==> src/design/st_pkg.sv <==
// ----------------------------------------------------------------------------
// st_pkg
// Shared types, token kind codes and character class helpers of the tokenizer.
// ----------------------------------------------------------------------------
`default_nettype none

package st_pkg;

    typedef enum logic [2:0] {
        MODE_IDLE,
        MODE_OP,
        MODE_STRING,
        MODE_ZERO,
        MODE_NUM,
        MODE_WORD
    } mode_t;

    typedef struct packed {
        logic [5:0]  kind;
        logic [31:0] start;
        logic [31:0] stop;
        logic        last;
    } tok_t;

    typedef struct packed {
        logic hit;
        tok_t tok;
    } flush_t;

    localparam int KEYWORD_CHARS = 8;

    localparam logic [5:0] K_SHL_EQ   = 6'd15;
    localparam logic [5:0] K_SHL      = 6'd16;
    localparam logic [5:0] K_SHR_EQ   = 6'd19;
    localparam logic [5:0] K_SHR      = 6'd20;
    localparam logic [5:0] K_STRING   = 6'd47;
    localparam logic [5:0] K_LINEFEED = 6'd48;
    localparam logic [5:0] K_NUMBER   = 6'd49;
    localparam logic [5:0] K_TRUE     = 6'd50;
    localparam logic [5:0] K_IDENT    = 6'd59;
    localparam logic [5:0] K_INVALID  = 6'd60;

    localparam logic [7:0] CH_LT    = 8'h3c;
    localparam logic [7:0] CH_GT    = 8'h3e;
    localparam logic [7:0] CH_EQ    = 8'h3d;
    localparam logic [7:0] CH_SQ    = 8'h27;
    localparam logic [7:0] CH_DQ    = 8'h22;
    localparam logic [7:0] CH_SP    = 8'h20;
    localparam logic [7:0] CH_TAB   = 8'h09;
    localparam logic [7:0] CH_CR    = 8'h0d;
    localparam logic [7:0] CH_LF    = 8'h0a;
    localparam logic [7:0] CH_ZERO  = 8'h30;
    localparam logic [7:0] CH_X     = 8'h78;
    localparam logic [7:0] CH_B     = 8'h62;

    // keywords packed first character in the low byte
    localparam logic [63:0] KW_TEXT [9] = '{
        64'h0000_0000_6575_7274,   // true
        64'h0000_0065_736c_6166,   // false
        64'h0000_0000_6c6c_756e,   // null
        64'h0000_6863_6e61_7262,   // branch
        64'h0000_0000_706f_6f6c,   // loop
        64'h6e6f_6974_636e_7566,   // function
        64'h0000_6e72_7574_6572,   // return
        64'h0000_006b_6165_7262,   // break
        64'h6575_6e69_746e_6f63    // continue
    };

    function automatic logic is_digit(logic [7:0] c);
        return c >= 8'h30 && c <= 8'h39;
    endfunction

    function automatic logic id_first(logic [7:0] c);
        return (c >= 8'h61 && c <= 8'h7a) || (c >= 8'h41 && c <= 8'h5a)
            || c == 8'h5f || c == 8'h24;
    endfunction

    function automatic logic id_next(logic [7:0] c);
        return id_first(c) || is_digit(c);
    endfunction

    // {valid, kind}
    function automatic logic [6:0] punct_kind(logic [7:0] c);
        logic [6:0] r;
        unique case (c)
            8'h7b:   r = {1'b1, 6'd0};
            8'h7d:   r = {1'b1, 6'd1};
            8'h28:   r = {1'b1, 6'd2};
            8'h29:   r = {1'b1, 6'd3};
            8'h5b:   r = {1'b1, 6'd4};
            8'h5d:   r = {1'b1, 6'd5};
            8'h2c:   r = {1'b1, 6'd6};
            8'h3a:   r = {1'b1, 6'd7};
            8'h3b:   r = {1'b1, 6'd8};
            8'h2e:   r = {1'b1, 6'd9};
            default: r = 7'd0;
        endcase
        return r;
    endfunction

    function automatic logic [6:0] single_op(logic [7:0] c);
        logic [6:0] r;
        unique case (c)
            8'h3d:   r = {1'b1, 6'd11};
            8'h21:   r = {1'b1, 6'd13};
            8'h3c:   r = {1'b1, 6'd17};
            8'h3e:   r = {1'b1, 6'd21};
            8'h2b:   r = {1'b1, 6'd24};
            8'h2d:   r = {1'b1, 6'd27};
            8'h2a:   r = {1'b1, 6'd30};
            8'h2f:   r = {1'b1, 6'd34};
            8'h25:   r = {1'b1, 6'd36};
            8'h7c:   r = {1'b1, 6'd39};
            8'h26:   r = {1'b1, 6'd42};
            8'h5e:   r = {1'b1, 6'd44};
            8'h7e:   r = {1'b1, 6'd46};
            default: r = 7'd0;
        endcase
        return r;
    endfunction

    function automatic logic [6:0] pair_op(logic [7:0] f, logic [7:0] c);
        logic [6:0] r;
        r = 7'd0;
        if (c == CH_EQ) begin
            unique case (f)
                8'h3d:   r = {1'b1, 6'd10};
                8'h21:   r = {1'b1, 6'd12};
                8'h3c:   r = {1'b1, 6'd14};
                8'h3e:   r = {1'b1, 6'd18};
                8'h2b:   r = {1'b1, 6'd22};
                8'h2d:   r = {1'b1, 6'd25};
                8'h2a:   r = {1'b1, 6'd28};
                8'h2f:   r = {1'b1, 6'd31};
                8'h25:   r = {1'b1, 6'd35};
                8'h7c:   r = {1'b1, 6'd38};
                8'h26:   r = {1'b1, 6'd41};
                8'h5e:   r = {1'b1, 6'd43};
                8'h7e:   r = {1'b1, 6'd45};
                default: r = 7'd0;
            endcase
        end else if (f == 8'h2b && c == 8'h2b) begin
            r = {1'b1, 6'd23};
        end else if (f == 8'h2d && c == 8'h2d) begin
            r = {1'b1, 6'd26};
        end else if (f == 8'h2a && c == 8'h2f) begin
            r = {1'b1, 6'd29};
        end else if (f == 8'h2f && c == 8'h2a) begin
            r = {1'b1, 6'd32};
        end else if (f == 8'h2f && c == 8'h2f) begin
            r = {1'b1, 6'd33};
        end else if (f == 8'h7c && c == 8'h7c) begin
            r = {1'b1, 6'd37};
        end else if (f == 8'h26 && c == 8'h26) begin
            r = {1'b1, 6'd40};
        end
        return r;
    endfunction

    function automatic logic [5:0] word_kind(logic [63:0] w, logic too_long);
        logic [5:0] k;
        k = K_IDENT;
        if (!too_long) begin
            for (int i = 8; i >= 0; i--) begin
                if (KW_TEXT[i] == w) begin
                    k = K_TRUE + 6'(i);
                end
            end
        end
        return k;
    endfunction

endpackage

`default_nettype wire

==> src/design/st_queue.sv <==
// ----------------------------------------------------------------------------
// st_queue
// Four-entry token queue: takes up to two tokens per cycle, gives one.
// ----------------------------------------------------------------------------
`default_nettype none

module st_queue (
    input  wire logic         aclk,
    input  wire logic         aresetn,
    input  wire logic [1:0]   wr_n,
    input  wire st_pkg::tok_t wr_tok0,
    input  wire st_pkg::tok_t wr_tok1,
    output logic              room,
    output logic              rd_valid,
    input  wire logic         rd_ready,
    output st_pkg::tok_t      rd_tok
);
    import st_pkg::*;

    tok_t       mem [4];
    logic [1:0] wr_ptr_reg, wr_ptr_next;
    logic [1:0] rd_ptr_reg, rd_ptr_next;
    logic [2:0] count_reg, count_next;
    logic       rd_go;

    assign rd_valid = count_reg != 3'd0;
    assign rd_go    = rd_valid && rd_ready;
    assign room     = count_reg <= 3'd2;
    assign rd_tok   = mem[rd_ptr_reg];

    always_comb begin
        wr_ptr_next = wr_ptr_reg + wr_n;
        rd_ptr_next = rd_ptr_reg + {1'b0, rd_go};
        count_next  = count_reg + {1'b0, wr_n} - {2'b0, rd_go};
    end

    always_ff @(posedge aclk) begin
        if (!aresetn) begin
            wr_ptr_reg <= '0;
            rd_ptr_reg <= '0;
            count_reg  <= '0;
        end else begin
            wr_ptr_reg <= wr_ptr_next;
            rd_ptr_reg <= rd_ptr_next;
            count_reg  <= count_next;
        end
    end

    always_ff @(posedge aclk) begin
        if (wr_n != 2'd0) begin
            mem[wr_ptr_reg] <= wr_tok0;
        end
        if (wr_n == 2'd2) begin
            mem[wr_ptr_reg + 2'd1] <= wr_tok1;
        end
    end

`ifndef NO_ASSERTIONS
    a_count_max: assert property (@(posedge aclk) disable iff (!aresetn)
        count_reg <= 3'd4)
        else $error("token queue overfilled");
    a_write_fits: assert property (@(posedge aclk) disable iff (!aresetn)
        wr_n != 2'd0 |-> room)
        else $error("token write without room");
    a_count_track: assert property (@(posedge aclk) disable iff (!aresetn)
        (wr_n == 2'd0 && !rd_go) |=> $stable(count_reg))
        else $error("queue count moved while idle");
`endif

endmodule

`default_nettype wire

==> src/design/source_tokenizer.sv <==
// ----------------------------------------------------------------------------
// source_tokenizer
// Streaming lexical tokenizer, one source byte per transfer.
// ----------------------------------------------------------------------------
// Takes one byte per cycle while the token queue has room; each byte is
// registered, then combinational lookahead logic updates the scan state and
// writes zero, one or two tokens into a four-entry queue in front of the
// result port. Sustained rate is one byte per cycle as long as bytes average
// at most one token each and m_tready stays high; the queue soaks up the extra
// token of a byte that yields two. Tokens that wait for lookahead (operators,
// numbers, identifiers) leave with the following byte or at the line end;
// strings stay open across lines until their closing quote.
`default_nettype none

module source_tokenizer #(
    parameter int POS_BITS = 32
) (
    input  wire logic        aclk,
    input  wire logic        aresetn,
    input  wire logic        s_tvalid,
    output logic             s_tready,
    input  wire logic [39:0] s_tdata,   // char_code[7:0], char_position[39:8]
    input  wire logic        s_tlast,   // line_end
    output logic             m_tvalid,
    input  wire logic        m_tready,
    output logic [71:0]      m_tdata,   // token_kind[5:0], token_start[37:6],
                                        // token_end[69:38], zero pad
    output logic             m_tlast    // last_token
);
    import st_pkg::*;

    typedef logic [POS_BITS-1:0] pos_t;

    // registered input byte
    logic       in_valid_reg;
    logic [7:0] in_code_reg;
    pos_t       in_pos_reg;
    logic       in_le_reg;

    // scan state
    mode_t       mode_reg, mode_next;
    logic [7:0]  op1_reg, op1_next;
    logic        op2_reg, op2_next;
    logic [7:0]  quote_reg, quote_next;
    pos_t        start_reg, start_next;
    logic [31:0] run_reg, run_next;
    logic [63:0] word_reg, word_next;
    logic        long_reg, long_next;

    logic       proc_go;
    logic       q_room;
    logic [1:0] tok_n;
    tok_t       tok0, tok1;
    tok_t       rd_tok;

    function automatic logic [31:0] out_pos(pos_t p);
        return 32'(p);
    endfunction

    function automatic pos_t add_len(pos_t s, logic [31:0] len);
        return s + POS_BITS'(len);
    endfunction

    function automatic flush_t do_flush(mode_t m, logic [7:0] f, logic two, pos_t s,
                                        logic [31:0] run, logic [63:0] w, logic lg);
        flush_t r;
        r.hit       = 1'b1;
        r.tok.last  = 1'b0;
        r.tok.start = out_pos(s);
        unique case (m)
            MODE_OP: begin
                if (two) begin
                    r.tok.kind = (f == CH_LT) ? K_SHL : K_SHR;
                    r.tok.stop = out_pos(add_len(s, 32'd2));
                end else begin
                    r.tok.kind = 6'(single_op(f));
                    r.tok.stop = out_pos(add_len(s, 32'd1));
                end
            end
            MODE_ZERO, MODE_NUM: begin
                r.tok.kind = K_NUMBER;
                r.tok.stop = out_pos(add_len(s, run));
            end
            MODE_WORD: begin
                r.tok.kind = word_kind(w, lg);
                r.tok.stop = out_pos(add_len(s, run));
            end
            default: begin
                r.hit      = 1'b0;
                r.tok.kind = '0;
                r.tok.stop = '0;
            end
        endcase
        return r;
    endfunction

    assign proc_go  = in_valid_reg && q_room;
    assign s_tready = !in_valid_reg || proc_go;

    always_ff @(posedge aclk) begin
        if (!aresetn) begin
            in_valid_reg <= 1'b0;
        end else if (s_tready) begin
            in_valid_reg <= s_tvalid;
        end
    end

    always_ff @(posedge aclk) begin
        if (s_tready && s_tvalid) begin
            in_code_reg <= s_tdata[7:0];
            in_pos_reg  <= POS_BITS'(s_tdata[39:8]);
            in_le_reg   <= s_tlast;
        end
    end

    // scan step: mode action, then start of a new token, then line end flush
    always_comb begin
        logic       used;
        logic [6:0] pk;
        logic [6:0] pr;
        logic [6:0] so;
        flush_t     fl;
        tok_t       t;
        logic [7:0] c;
        pos_t       pos1;

        c          = in_code_reg;
        pos1       = in_pos_reg + POS_BITS'(1);
        mode_next  = mode_reg;
        op1_next   = op1_reg;
        op2_next   = op2_reg;
        quote_next = quote_reg;
        start_next = start_reg;
        run_next   = run_reg;
        word_next  = word_reg;
        long_next  = long_reg;
        used       = 1'b0;
        tok_n      = 2'd0;
        tok0       = '0;
        tok1       = '0;
        t          = '0;
        pr         = pair_op(op1_reg, c);
        pk         = punct_kind(c);
        so         = single_op(c);
        fl         = do_flush(mode_reg, op1_reg, op2_reg, start_reg, run_reg,
                              word_reg, long_reg);

        unique case (mode_reg)
            MODE_STRING: begin
                used = 1'b1;
                if (c == quote_reg) begin
                    t.kind  = K_STRING;
                    t.start = out_pos(start_reg);
                    t.stop  = out_pos(add_len(start_reg, run_reg));
                    tok0    = t;
                    tok_n   = 2'd1;
                    mode_next  = MODE_IDLE;
                    quote_next = '0;
                end else begin
                    run_next = run_reg + 32'd1;
                end
            end
            MODE_OP: begin
                if (op2_reg && c == CH_EQ) begin
                    t.kind  = (op1_reg == CH_LT) ? K_SHL_EQ : K_SHR_EQ;
                    t.start = out_pos(start_reg);
                    t.stop  = out_pos(add_len(start_reg, 32'd3));
                    tok0    = t;
                    tok_n   = 2'd1;
                    mode_next = MODE_IDLE;
                    op2_next  = 1'b0;
                    used      = 1'b1;
                end else if (!op2_reg && (op1_reg == CH_LT || op1_reg == CH_GT)
                             && c == op1_reg) begin
                    op2_next = 1'b1;
                    used     = 1'b1;
                end else if (!op2_reg && pr[6]) begin
                    t.kind  = pr[5:0];
                    t.start = out_pos(start_reg);
                    t.stop  = out_pos(add_len(start_reg, 32'd2));
                    tok0    = t;
                    tok_n   = 2'd1;
                    mode_next = MODE_IDLE;
                    used      = 1'b1;
                end else begin
                    tok0      = fl.tok;
                    tok_n     = 2'd1;
                    mode_next = MODE_IDLE;
                    op2_next  = 1'b0;
                end
            end
            MODE_ZERO: begin
                if (c == CH_X || c == CH_B || is_digit(c)) begin
                    run_next  = run_reg + 32'd1;
                    mode_next = MODE_NUM;
                    used      = 1'b1;
                end else begin
                    tok0      = fl.tok;
                    tok_n     = 2'd1;
                    mode_next = MODE_IDLE;
                end
            end
            MODE_NUM: begin
                if (is_digit(c)) begin
                    run_next = run_reg + 32'd1;
                    used     = 1'b1;
                end else begin
                    tok0      = fl.tok;
                    tok_n     = 2'd1;
                    mode_next = MODE_IDLE;
                end
            end
            MODE_WORD: begin
                if (id_next(c)) begin
                    if (run_reg < 32'(KEYWORD_CHARS) && !long_reg) begin
                        word_next[8*run_reg[2:0] +: 8] = c;
                    end else begin
                        long_next = 1'b1;
                    end
                    run_next = run_reg + 32'd1;
                    used     = 1'b1;
                end else begin
                    tok0      = fl.tok;
                    tok_n     = 2'd1;
                    mode_next = MODE_IDLE;
                end
            end
            default: begin
                mode_next = MODE_IDLE;
            end
        endcase

        if (!used) begin
            t.start   = out_pos(in_pos_reg);
            t.stop    = out_pos(pos1);
            t.kind    = '0;
            mode_next = MODE_IDLE;
            if (c == CH_SQ || c == CH_DQ) begin
                mode_next  = MODE_STRING;
                quote_next = c;
                start_next = pos1;
                run_next   = '0;
            end else if (c == CH_SP || c == CH_TAB || c == CH_CR) begin
                t.kind = '0;
            end else if (c == CH_LF || pk[6]) begin
                t.kind = pk[6] ? pk[5:0] : K_LINEFEED;
                if (tok_n == 2'd0) begin
                    tok0 = t;
                end else begin
                    tok1 = t;
                end
                tok_n = tok_n + 2'd1;
            end else if (so[6]) begin
                mode_next  = MODE_OP;
                op1_next   = c;
                op2_next   = 1'b0;
                start_next = in_pos_reg;
            end else if (is_digit(c)) begin
                mode_next  = (c == CH_ZERO) ? MODE_ZERO : MODE_NUM;
                start_next = in_pos_reg;
                run_next   = 32'd1;
            end else if (id_first(c)) begin
                mode_next  = MODE_WORD;
                start_next = in_pos_reg;
                run_next   = 32'd1;
                word_next  = {56'd0, c};
                long_next  = 1'b0;
            end else begin
                t.kind = K_INVALID;
                if (tok_n == 2'd0) begin
                    tok0 = t;
                end else begin
                    tok1 = t;
                end
                tok_n = tok_n + 2'd1;
            end
        end

        if (in_le_reg) begin
            fl = do_flush(mode_next, op1_next, op2_next, start_next, run_next,
                          word_next, long_next);
            if (fl.hit) begin
                if (tok_n == 2'd0) begin
                    tok0 = fl.tok;
                end else begin
                    tok1 = fl.tok;
                end
                tok_n     = tok_n + 2'd1;
                mode_next = MODE_IDLE;
                op2_next  = 1'b0;
            end
        end

        tok0.last = (tok_n == 2'd1);
        tok1.last = 1'b1;
        if (!proc_go) begin
            tok_n = 2'd0;
        end
    end

    always_ff @(posedge aclk) begin
        if (!aresetn) begin
            mode_reg  <= MODE_IDLE;
            op1_reg   <= '0;
            op2_reg   <= 1'b0;
            quote_reg <= '0;
            start_reg <= '0;
            run_reg   <= '0;
            word_reg  <= '0;
            long_reg  <= 1'b0;
        end else if (proc_go) begin
            mode_reg  <= mode_next;
            op1_reg   <= op1_next;
            op2_reg   <= op2_next;
            quote_reg <= quote_next;
            start_reg <= start_next;
            run_reg   <= run_next;
            word_reg  <= word_next;
            long_reg  <= long_next;
        end
    end

    st_queue u_queue (
        .aclk     (aclk),
        .aresetn  (aresetn),
        .wr_n     (tok_n),
        .wr_tok0  (tok0),
        .wr_tok1  (tok1),
        .room     (q_room),
        .rd_valid (m_tvalid),
        .rd_ready (m_tready),
        .rd_tok   (rd_tok)
    );

    assign m_tdata = {2'b00, rd_tok.stop, rd_tok.start, rd_tok.kind};
    assign m_tlast = rd_tok.last;

`ifndef NO_ASSERTIONS
    a_string_quote: assert property (@(posedge aclk) disable iff (!aresetn)
        mode_reg == MODE_STRING |-> (quote_reg == CH_SQ || quote_reg == CH_DQ))
        else $error("open string without quote");
    a_op_pending: assert property (@(posedge aclk) disable iff (!aresetn)
        mode_reg == MODE_OP |-> single_op(op1_reg) != 7'd0)
        else $error("pending operator byte is not an operator");
    a_shift_pair: assert property (@(posedge aclk) disable iff (!aresetn)
        (mode_reg == MODE_OP && op2_reg) |-> (op1_reg == CH_LT || op1_reg == CH_GT))
        else $error("doubled operator is not a shift");
    a_stall_held: assert property (@(posedge aclk) disable iff (!aresetn)
        !s_tready |-> in_valid_reg)
        else $error("input stalled with empty input register");
`endif

endmodule

`default_nettype wire

==> config.mk <==
export PLATFORM = sky130hd
export DESIGN_NAME = source_tokenizer
export DESIGN_NICKNAME = d
export VERILOG_FILES = /design/src/design/st_pkg.sv /design/src/design/st_queue.sv /design/src/design/source_tokenizer.sv
export SDC_FILE = /design/constraint.sdc
export NUM_CORES = 2
export LEC_CHECK = 0
export BUFFER_PORTS_ARGS = -buffer_cell sky130_fd_sc_hd__buf_2
export CAP_MARGIN = 20
export CORE_UTILIZATION = 40
export CTS_CLUSTER_SIZE = 30
export DETAILED_ROUTE_END_ITERATION = 10
export GPL_TIMING_DRIVEN = 0
export PLACE_DENSITY = 0.57
export SLEW_MARGIN = 40
export SYNTH_ARGS = -nofsm -noshare
export SYNTH_HDL_FRONTEND = slang
export SYNTH_SLANG_ARGS = --single-unit
==> constraint.sdc <==
create_clock -name aclk -period 11.9 [get_ports aclk]
set_clock_uncertainty 0.15 [all_clocks]
set_input_delay 1.19 -clock aclk [delete_from_list [all_inputs] [get_ports aclk]]
set_output_delay 1.19 -clock aclk [all_outputs]
set_load 0.05 [all_outputs]
* After elaboration in Yosys (flattened, before gate mapping)
Memories as Yosys holds them, arrays and structs flattened. A register that Yosys moved wholly into a read port is not among the register bits.
Index checks and enable logic that the tools add are counted.
** Storage, ports and cells
- Flip-flop bits (word level) :: 198
- Latch bits :: 0
- RAM bits :: 284
- Bits in read-only memories :: 0
- Output and inout bits :: 75
- Logic and storage cells :: 361
- Memories :: 1
** Cells by class
- $add $sub $neg :: 17
- $mul :: 0
- Divide/modulo/power cells :: 0
- $lt $le $gt $ge :: 8
- Equal/unequal tests :: 91
- Shift-type cells :: 2
- Multiplexer cells :: 185
- Bitwise logic cells :: 0
- Reduce and logical (&&, ||, !) cells :: 42
** Memory list
- u_queue.mem :: words 4, width 71, rd ports 1, clocked after Yosys merged registers in 1, wr ports 2, line st_queue.sv:20 : tok_t mem [4];
** Operator list (count)
- $mux 71 :: 31
- $mux 32 :: 20
- $mux 64 :: 10
- $eq 31x64->1 const A :: 6
- $pmux 71 s5 :: 1
- $eq 8x6->1 const B :: 41
- $eq 39x64->1 const A :: 4
- $eq 47x64->1 const A :: 4
- $eq 63x64->1 const A :: 4
- $pmux 7 s13 :: 2
- $pmux 6 s13 :: 2
- $add 32x1->32 const B :: 4
- $eq 8x7->1 const B :: 16
- $pmux 32 s2 :: 2
- $pmux 32 s4 :: 1
- $mux 6 :: 21
- $add 32x2->32 const B :: 3
- $mux 8 :: 9
- $pmux 7 s10 :: 1
- $add 32x32->32 :: 2
- $bwmux 64 :: 1
- $shift 8x34->64 const A :: 1
- $shiftx 8x34->64 :: 1
- $mux 7 :: 8
- other kinds (35) :: 150

* Longest topological paths before layout
- Depth after elaboration :: 31
- Depth in mapped cells :: 28

* Cells and area by module
From an unflattened synthesis, not the netlist that was laid out.
** Unflattened totals
- Cell total of the unflattened synthesis :: 3960
- Area, all modules :: 37221.9 um^2
** By module, submodules not included
- source_tokenizer :: times used 1, cells an instance 3228, area each 22866.9 um^2, seq. area each 4234.1 um^2
- st_queue :: times used 1, cells an instance 732, area each 14355.0 um^2, seq. area each 8668.3 um^2

* Least setup slack after synthesis
Ideal clock, no wire load.
- Path kind :: register to register
- Start :: register in_code_reg[3]
- End :: memory u_queue.mem[1][10] in the netlist's numbering, enable pin
- Library setup time :: 0.431 ns
- Arrival :: 6.143 ns
- Required time :: 11.319 ns
- Path slack :: 5.176 ns
- Stages on the path, launching flop included :: 22
- Buffers on the path :: 5
- Path through :: edfxtp_1 clkbuf_1 clkbuf_1 xor2_1 nor4_1 nand4_1 a21boi_0 nand2_1 a21oi_1 inv_1 clkbuf_1 buf_1 ha_1 o21bai_1 a21oi_1 inv_1 ha_1 nand2_1 mux2_2 or4_1 clkbuf_1 nand2_1
** RTL lines
- start, declared :: line source_tokenizer.sv:36 : logic [7:0] in_code_reg;
- start signal, assigned :: line source_tokenizer.sv:110 : in_code_reg <= s_tdata[7:0];
- end, declared :: line st_queue.sv:20

==> results.ini <==
[yosys]
synth_top_area_cell = edfxtp_1
synth.area.top_cells = edfxtp_1 (27%), dfxtp_1 (9.0%), o22ai_1 (5.2%)
synth.distinct_cells = 105
synth_area_mm2 = 0.0356
ys_seq_area_share_pct = 36.1
syn_inst = 4070
yosys_warnings = 0
synth_top_area_share_pct = 27.0
synth_edf_count = 321
ys_ff_latch = 482
avgSynthCellArea_um2 = 8.76
async_reset_ff_share_pct = 0
synthFlopType = edfxtp_1

[floorplan]
core_mm2 = 0.0884
die_area_mm2 = 0.0903
die_h_um = 301
initial_core_util_pct = 40.3
io-pin-count = 120
die_w_um = 301
rows = 109

[hold_path]
hp-class = reg2reg

[power]
p_sw_share_pct = 41.9
p_per_area_mw_per_mm2 = 153
internal_power_w = 0.00358
ir_drop_uv = 149
power_frac_comb_pct = 38.3
power.leakage_nw = 13.3
p_seq_share_pct = 31.5
p_clk_share_pct = 30.3
power.switching_w = 0.00259

[final_layout]
layout_commonest_cell = nand2_1
layout.cells.non_filler = 5482
utilization_pct = 45.5
drive_gt1_share_pct = 11.6
largest_reg_flops = 284
fin_area_mm2 = 0.0402
nets = 4390
areaGrowthSynthToFinish_pct = 12.8
most-common-layout-cells = nand2_1 (409), edfxtp_1 (321), o22ai_1 (294), nor2_1 (287), clkbuf_1 (240)

[clock_tree]
cts_tree = built
cts.sinks = 482
numCtsBuffers = 56
clock_latency_ps = 700
ctsHoldBuffers = 0
cts_max_level = 2
cts.path.max_buffers = 3
clk_pin_slew_worst_paths_ps = 60
postCtsSetupRepairBufs = 0
cts_resized = 0
clock-root-buffer = clkbuf_16

[detailed_routing]
wl_mm = 192
viasPerCell = 6.89
drt_first_pass_iters = 8
drtAntennaViolNets = 0
drc = 0
vias = 37800
drtIter0Drc = 5841
routedWlPerCell_um = 35.0

[worst_setup_path]
worstPathRequired_ps = 12120
criticalPathCategory = reg2reg
cp_max_fo = 10
worst_setup_path_start_kind = flop
crit_arrival_ps = 9970
cp-end-kind = flop

[sta]
timing.final.setup_violations = 0
hold_ws_ps = 328
post-route-period-util_pct = 81.9
min_period_ps = 9750
tightest_slew_ps = 1000
maxSlewViolCount = 0
hold_violations = 0
finalSetupTns_ps = 0
slew_headroom_pct = 33.3
rsz0062_at_grt = false
fmax_mhz = 103

[grt]
grt_remaining_overflow = 0
grt_pass1_wl_mm = 266
grt_usage_pct = 41.3
grt_start_max_net_pins = 34
antenna_found_initial = 9
grt_pass1_vias = 34900

[place]
globalplace.congestion = 1.06
dpl.hpwl_mm = 152
dp_cells = 5367
placed_area_mm2 = 0.0382
portBuffers = 116

[run]
maxCapViolCount = 0

[outcome]
status = finished clean

-- cells in the mapped netlist (all sizes together), types with 15 or more instances --
library cell  count
a22oi            96
o22ai           296
nor3            111
edfxtp          321
dfxtp           161
inv              48
clkbuf          265
and2             45
a211oi           27
o221ai           22
a32o             15
and3             53
a22o             30
xor2            100
a221o            34
a21boi           81
or3              33
o31ai            20
xnor2            87
nand2           413
a31oi            42
and4             16
nor2b            88
buf              87
o21a             17
or4              23
a21o             28
a21oi           232
nand2b           30
mux4             71
o211ai           20
nand4            68
or2              23
nor4             69
o21ai           206
nand3           133
mux2i            28
o22a             23
nor2            292
ha               79
-- layout make-up --
type	count	area [um2]
clock buffers	70	1510
repair buffers	134	820
inverters	48	180
flip-flops and latches	482	12900
well taps	1165	1460
multi-input cells	3189	21500
diodes	7	17.5
fillers	8885	48200
plain buffers	352	1450
clock inverters	35	459
-- per-stage QoR --
stage / total power (W) / setup slack [ps]
after floorplan: 0.00335 / 5180
final: 0.00617 / 2150
after global routing: 0.00628 / 2090
after CTS: 0.00609 / 2530
after global placement: 0.00422 / 852
after detailed placement: 0.00424 / 2610
-- worst max-delay path: stages (launching register included) --
cell	delay [ps]
edfxtp_1	480
clkbuf_1	400
clkbuf_1	590
nor2_1	300
o21a_1	300
nor3_2	750
clkbuf_1	710
clkbuf_1	690
a21oi_1	230
a21oi_1	180
o22a_1	530
ha_1	390
o21a_1	210
a21oi_1	200
o21ai_0	160
a211oi_1	440
nor3_1	180
o2111ai_1	310
a21oi_1	160
a2111o_1	430
o311a_1	130
xnor2_1	570
nor2_1	140
o31ai_1	600
o22ai_1	200
-- per-layer routing --
layer	vias to the layer above	global-route usage (%)	share of wire, %
met5	-	0	0.0099
met3	443	9.44	11
li1	16100	-	-
met2	2566	61.8	43
met4	4	18.9	5.0
met1	18600	56.5	41
-- logic make-up (layout without fill, tap and decap cells) --
family                   count (synthesis)  after routing  synth area share, %
buffers and inverters                  400            639                 4.41
flip-flops                             482            482                 36.1
AND/OR/NAND/NOR                       1476           1476                 21.1
other                                    1              9               0.0105
AO/OA/AOI/OAI                         1333           1333                 25.3
multiplexers                           109            109                 5.59
adder cells (fa/ha/maj)                 82             82                 2.94
XOR/XNOR                               187            187                 4.60
-- power groups by stage --
stage / clock (W) / sequential (W) / combinational [W]
final: 0.00187 / 0.00194 / 0.00236
after global routing: 0.00193 / 0.00195 / 0.00241
after CTS: 0.00188 / 0.00194 / 0.00228
after detailed placement: 0 / 0.00197 / 0.00227
after global placement: 0 / 0.00198 / 0.00224
after floorplan: 0 / 0.00195 / 0.00140
-- path summary, 6_finish.rpt --
path	cells past startpoint	slack [ps]	from	endpoint
worst max-delay path	24	2150	in_code_reg[3]	u_queue.mem[2][30]
worst min-delay path	2	330	quote_reg[2]	quote_reg[2]
worst max register to register	24	2150	in_code_reg[3]	u_queue.mem[2][30]
worst min register to register	2	330	quote_reg[2]	quote_reg[2]
Note: power is estimated with default switching activity, not from simulation.
